[src/rtl/wsd_pkg.sv]
package wsd_pkg;

  localparam int SLOT_COUNT  = 4096;
  localparam int HANDLE_BITS = 16;
  localparam int SLOT_BITS   = $clog2(SLOT_COUNT);
  localparam int PTR_BITS    = SLOT_BITS + 1;
  localparam int PTR_RANGE   = 2 * SLOT_COUNT;
  localparam int OP_BITS     = 2;

  localparam logic [PTR_BITS-1:0] PTR_LAST  = PTR_BITS'(PTR_RANGE - 1);
  localparam logic [PTR_BITS-1:0] PTR_SLOTS = PTR_BITS'(SLOT_COUNT);

  typedef enum logic [OP_BITS-1:0] {
    OP_PUSH  = 2'd0,
    OP_POP   = 2'd1,
    OP_STEAL = 2'd2
  } op_t;

  typedef struct packed {
    logic                   we;
    logic                   re;
    logic [SLOT_BITS-1:0]   addr;
    logic [HANDLE_BITS-1:0] wdata;
  } mem_req_t;

  typedef struct packed {
    logic got;
    logic rejected;
    logic empty;
  } res_flags_t;

  function automatic logic [SLOT_BITS-1:0] slot_of(input logic [PTR_BITS-1:0] p);
    logic [PTR_BITS-1:0] s;
    s = (p >= PTR_SLOTS) ? (p - PTR_SLOTS) : p;
    return s[SLOT_BITS-1:0];
  endfunction

endpackage

[src/rtl/wsd_ptr.sv]
module wsd_ptr import wsd_pkg::*; (
  input  logic                   clk,
  input  logic                   rst,
  input  logic                   acc,
  input  logic [OP_BITS-1:0]     op,
  input  logic [HANDLE_BITS-1:0] task_handle,
  output mem_req_t               mem_req,
  output res_flags_t             flags
);

  logic [PTR_BITS-1:0] top;
  logic [PTR_BITS-1:0] bottom;
  logic [PTR_BITS-1:0] top_next;
  logic [PTR_BITS-1:0] bottom_next;
  logic [PTR_BITS-1:0] occ;
  logic [PTR_BITS-1:0] top_inc;
  logic [PTR_BITS-1:0] bottom_inc;
  logic [PTR_BITS-1:0] bottom_dec;
  logic                full;
  logic                empty;

  assign occ        = (bottom >= top) ? (bottom - top) : (bottom + PTR_SLOTS + PTR_SLOTS - top);
  assign full       = (occ >= PTR_SLOTS);
  assign empty      = (occ == '0);
  assign top_inc    = (top == PTR_LAST) ? '0 : (top + PTR_BITS'(1));
  assign bottom_inc = (bottom == PTR_LAST) ? '0 : (bottom + PTR_BITS'(1));
  assign bottom_dec = (bottom == '0) ? PTR_LAST : (bottom - PTR_BITS'(1));

  always_comb begin
    top_next      = top;
    bottom_next   = bottom;
    mem_req.we    = 1'b0;
    mem_req.re    = 1'b0;
    mem_req.addr  = slot_of(bottom);
    mem_req.wdata = task_handle;
    flags.got      = 1'b0;
    flags.rejected = 1'b0;
    case (op_t'(op))
      OP_PUSH: begin
        if (full) begin
          flags.rejected = 1'b1;
        end else begin
          mem_req.we  = acc;
          bottom_next = bottom_inc;
        end
      end
      OP_POP: begin
        if (!empty) begin
          mem_req.re   = acc;
          mem_req.addr = slot_of(bottom_dec);
          bottom_next  = bottom_dec;
          flags.got    = 1'b1;
        end
      end
      OP_STEAL: begin
        if (!empty) begin
          mem_req.re   = acc;
          mem_req.addr = slot_of(top);
          top_next     = top_inc;
          flags.got    = 1'b1;
        end
      end
      default: begin
      end
    endcase
    flags.empty = (top_next == bottom_next);
  end

  always_ff @(posedge clk) begin
    if (rst) begin
      top    <= '0;
      bottom <= '0;
    end else if (acc) begin
      top    <= top_next;
      bottom <= bottom_next;
    end
  end

`ifndef ASSERT_OFF
  a_occ_bound: assert property (@(posedge clk) disable iff (rst) occ <= PTR_SLOTS)
    else $error("deque occupancy exceeds the slot count");
  a_reject_full: assert property (@(posedge clk) disable iff (rst)
    acc && flags.rejected |-> full && !mem_req.we)
    else $error("push rejected while the ring had room");
  a_push_moves: assert property (@(posedge clk) disable iff (rst)
    acc && mem_req.we |=> occ == $past(occ) + PTR_BITS'(1))
    else $error("accepted push did not grow the deque by one");
  a_take_moves: assert property (@(posedge clk) disable iff (rst)
    acc && flags.got |=> occ == $past(occ) - PTR_BITS'(1))
    else $error("pop or steal did not shrink the deque by one");
`endif

endmodule

[config.mk]
export PLATFORM = sky130hd
export DESIGN_NAME = wsd_ptr
export DESIGN_NICKNAME = d
export VERILOG_FILES = /design/src/rtl/wsd_pkg.sv /design/src/rtl/wsd_ptr.sv
export SDC_FILE = /design/constraint.sdc
export NUM_CORES = 1
export LEC_CHECK = 0
export BUFFER_PORTS_ARGS = -buffer_cell sky130_fd_sc_hd__buf_4
export CORE_ASPECT_RATIO = 1.75
export CORE_MARGIN = 2
export CORE_UTILIZATION = 63
export CTS_CLUSTER_SIZE = 28
export DETAILED_ROUTE_END_ITERATION = 6
export HOLD_SLACK_MARGIN = 0.02
export PLACE_DENSITY = 0.87
export SLEW_MARGIN = 20
export SYNTH_ARGS = -nofsm -noshare
export SYNTH_HDL_FRONTEND = slang
export SYNTH_SLANG_ARGS = --single-unit
[constraint.sdc]
create_clock -name clk -period 8 [get_ports clk]
set_input_delay 0.8 -clock clk [delete_from_list [all_inputs] [get_ports clk]]
set_output_delay 0.8 -clock clk [all_outputs]
set_load 0.05 [all_outputs]
### After elaboration in Yosys (flattened, before gate mapping)

Cells that the tools add are included.

| storage, ports and cells | value |
|---|---|
| register bits after elaboration | 26 |
| output and inout port bits | 33 |

| operators by class | value |
|---|---|
| add/sub/neg operators | 10 |
| order comparisons | 5 |
| equal/unequal tests | 5 |
| muxes and demuxes | 21 |
| reductions and logical operators | 4 |

Operator list:

| kind | count |
|---|---|
| 13-bit two-way mux | 10 |
| 13-bit greater-or-equal comparator, second input constant | 4 |
| 13-bit one-hot mux with 2 select lines | 2 |
| 12-bit two-way mux | 3 |
| 12-bit by 1-bit subtractor with 12-bit output, second input constant | 3 |
| 13-bit by 1-bit adder with 13-bit output, second input constant | 2 |
| 13-bit adder, second input constant | 2 |
| 13-bit equality test, second input constant | 2 |
| 13-bit zero test | 2 |
| 13-bit subtractor | 2 |
| 13-bit equality test | 1 |
| 13-bit greater-or-equal comparator | 1 |
| 13-bit by 1-bit subtractor with 13-bit output, second input constant | 1 |
| 1-bit two-way mux | 6 |
| 2-bit by 1-bit equality test with 1-bit output, second input constant | 1 |
| 2-bit equality test, second input constant | 1 |
| 2-bit zero test | 1 |
| 2-bit OR reduction | 1 |

### Logic depth before layout (Yosys ltp)

| logic depth | value |
|---|---|
| depth in word-level cells | 8 |
| mapped depth | 18 |
| mapped depth without buffers | 15 |

### Worst setup path after synthesis

OpenSTA, ideal clock, no wires.

| timing path | value |
|---|---|
| kind | register to output |
| start point | register bottom[0] |
| end point | output port flags[0] (netlist bit) |
| arrival | 5.195 ns |
| slack | 2.005 ns |
| cell stages (with the launch flop) | 17 |
| path buffers | 1 |
| path through | dfxtp_1 > inv_1 > ha_1 > fa_1 > nand2b_2 > a211oi_4 > nor2_1 > xnor2_1 > or4_1 > or4_4 > buf_6 > mux2_4 > a222oi_1 > xor2_1 > nor3_1 > nand4_1 > nor3b_1 |

RTL lines:

| element | line | text |
|---|---|---|
| from (decl) | wsd_ptr.sv:12 | `logic [PTR_BITS-1:0] bottom;` |
| from (signal assigned) | wsd_ptr.sv:75 | `bottom <= bottom_next;` |
| to (decl) | wsd_ptr.sv:8 | `output res_flags_t flags` |

==> run summary <==
* finished clean — outcome
* top[3] — r2r endpoint
* 13 — number of cells traversed by the worst register-to-register path
* 7200 ps — required time worst endpoint
* 0 — total count of hold-check failures in the final report
* 5350 ps — Worst EP arrival
* 935.8 ps — Worst Max-Slew Pin Slew
* 0 — warning count from the yosys run
* 3 — CTS Buf Count
* 0 — total of endpoints with negative setup slack in the final report
* 6.405 ps — final worst clock skew
* 0 — initial antenna violation count
* 0 — number of remaining DRC errors
* 14.44% — share of synthesized area occupied by flip-flops and latches
* 0 — count of cells resized by post-cts repair
* 146.1 nW/um^2 — power per standard cell area
* 0% — async set or reset register ratio after synthesis
* register to output pin — crit path kind
* 0 — number of synthesized flops with an enable pin
* 2 — clock buffer depth
* 26 — TritonCTS Sinks
* 1.319% — P&R area growth vs syn
* no — unrepaired setup endpoints after global routing
* 1 — depth of the worst hold-timing path
* 76 — count of unique library cells instantiated by Yosys
* 36 — row cnt
* 3725 — vias in the first global route
* bottom[0] — source of the worst register-to-register timing path
* register to register — Hold Crit Class
* 100 ps — clock slew seen by the registers of the worst setup and hold paths
* 0.9861 — global placer's final weighted congestion
* 65.06% — starting density of the core
* done — clock tree from TritonCTS
* 76.89% — share of the clock period used by the worst path after layout
* 0.00009318 V — VDD IR max
* 542 — Layout Nets
* 65.92% — final core utilization
* 0 — total of max-cap violations
* 37.34% — worst relative slew slack
* 3605 sq um — netlist area before placement
* 0 — fin. max-slew vios
* 0 — number of antenna-violating nets in the routed design
* 6367 sq um — Die Outline Area
* 3520 ps — register-to-register path setup slack
* 5 — First-pass DRT Iterations
* 8.818% — ratio of cells with drive above 1 in the final layout
* 61.18 um — die outline width
* 18 — CP Max Fanout
* top[9] — Hold Crit Endpoint
* dfxtp_1 — most used flip-flop cell after synthesis
* 21.92 um — per-cell routed wire length
* 9.515 mm — estimated wirelength of the detail-placed design
* 376 — violation count after the first detailed-route iteration
* 0.1626 GHz — highest achievable clock rate
* 19.55 mm — global-route wire length before repair
* 26 — synthesis-stage register bit count
* 564 — Synth Net Count
* 7.090 — Via density
* 290 ps — worst skew pair latency
* 104.1 um — die height
* 4077 — Via Count
* 12.61 mm — WL final
* 1 — Max H-tree Level
* 0 ps — Final TNS setup
* 0 — CTS hold repair buffers
* clkbuf_8 — clock tree root driver cell
* 0 — overflow left after global routing
* 5540 sq um — Core ar.
* top[9] — hold wc startpoint
* output pin — crit end category
* 523 — cells after synthesis
* 41.31% — total global-route track usage
* 21 — Port Buffers
* 54 — number of primary I/O pins
* 494.8 ps — tightest hold margin
* 1.386 nW — leakage component of the power
* 6.892 sq um — synthesized area divided by synthesized cell count
* 0 — antenna diode instance count
* 6151 ps — final critical path time including I/O delays and setup
* 0 — Post-CTS Setup Inserts
* 26 — largest net degree at the start of global routing
* register — type of element launching the critical path
==> registers in the layout (all words and copies together) (netlist names) <==
register and flops:
bottom 13, top 13
==> Yosys cell counts, types with 3 or more instances <==
master	count	area share (%)
nor2_1	54	5.6
nor3b_1	6	1.2
and3_1	8	1.4
buf_4	17	3.5
xnor2_1	31	7.5
a21oi_1	34	4.7
nand2b_1	4	0.69
nor2b_1	4	0.69
o2111ai_1	3	0.73
o211ai_1	9	1.9
nor4_1	5	0.87
a211oi_1	8	1.7
ha_1	19	6.6
a31oi_1	7	1.2
or2_2	5	0.87
buf_1	5	0.52
a311oi_1	3	0.73
nand3_1	13	1.8
nor3_1	20	2.8
dfxtp_1	26	14
clkbuf_1	24	2.5
inv_1	27	2.8
nand4_1	12	2.1
and2_1	4	0.69
o31ai_1	5	1.0
or3_1	4	0.69
a22o_1	6	1.5
o21ai_0	21	2.9
nand2_1	59	6.1
nor4b_1	3	0.73
o22ai_1	8	1.4
mux2i_1	10	2.8
==> report_power, final <==
group | internal [mW] | switching, mW | leakage (nW)
combinational | 0.107 | 0.191 | 1.15
sequential | 0.135 | 0.0185 | 0.212
clock | 0.0341 | 0.0476 | 0.0216
total | 0.276 | 0.257 | 1.39
==> metal layers <==
metal / GRT usage [%] / part of all wire [%]
met1: 46.01 / 34
met2: 65.05 / 48
met3: 9.204 / 9.0
met4: 30.12 / 8.7
met5: 0 / 0
==> per-stage QoR <==
step / area [sq um] / power [mW] / setup slack, ps / std cells
after floorplan: 3605 / 0.3981 / 2005 / 523
after global placement: 3611 / 0.4391 / 2390 / 572
after detailed placement: 3611 / 0.4436 / 2283 / 572
after CTS: 3652 / 0.5227 / 1955 / 575
after global routing: 3652 / 0.5594 / 1454 / 575
final: 3652 / 0.5337 / 1849 / 575
==> cells by family (layout without fill, tap and decap cells) <==
kind of cell             Yosys count  after routing  synth area share [%]
adder cells (fa/ha/maj)           20             20                 7.150
AO/OA/AOI/OAI                    140            140                 27.07
XOR/XNOR                          33             33                 8.018
buffers and inverters             79             55                 10.48
flip-flops                        26             26                 14.44
multiplexers                      12             12                 3.506
AND/OR/NAND/NOR                  213            213                 29.33
==> worst max-delay path, stage by stage, from the launching register on <==
cell and delay [ps]:
dfxtp_1 430, inv_1 150, ha_1 250, fa_1 400, nand2b_2 220, a211oi_4 320
o2111ai_2 200, and3_4 240, or2_1 340, or4_4 680, mux2_4 350, a222oi_1 450
xor2_1 130, nor3_1 230, nand4_1 120, nor3b_1 290, buf_4 260
==> cells in the final DEF, fill, tap and decap left out, types with 3 or more instances in the layout <==
cell,n
nand3_1,13
and3_1,8
a22o_1,6
nor2_1,54
a311oi_1,3
or2_2,5
nand2_1,59
or3_1,4
buf_4,23
o211ai_1,9
nor4b_1,3
o21ai_0,21
ha_1,19
nor3b_1,6
dfxtp_1,26
nand4_1,12
o31ai_1,5
nor3_1,20
clkbuf_8,3
nand2b_1,4
nor2b_1,4
a211oi_1,8
and2_1,4
mux2i_1,10
xnor2_1,31
a31oi_1,7
o2111ai_1,3
nor4_1,5
a21oi_1,34
inv_1,27
o22ai_1,8
==> worst max path at each step <==
| stage | endpoint | startpoint | slack [ps] | cells after the start |
|---|---|---|---|---|
| final | flags[0] | bottom[0] | 1850 | 16 |
| after global routing | flags[0] | bottom[0] | 1450 | 16 |
| after CTS | flags[0] | bottom[0] | 1960 | 16 |
| after detailed placement | flags[0] | bottom[0] | 2280 | 16 |
| after global placement | flags[0] | bottom[0] | 2390 | 16 |
| after floorplan | flags[0] | bottom[0] | 2010 | 16 |
==> area by class of cell <==
| type | count | area [sq um] |
|---|---|---|
| Clock buffer | 3 | 41.29 |
| Fill cell | 510 | 1888 |
| Inverter | 29 | 108.9 |
| Multi-Input combinational cell | 418 | 2714 |
| Sequential cell | 26 | 520.5 |
| Tap cell | 76 | 95.09 |
| Timing Repair Buffer | 23 | 172.7 |
No activity file was read; power rests on OpenSTA's default activity.
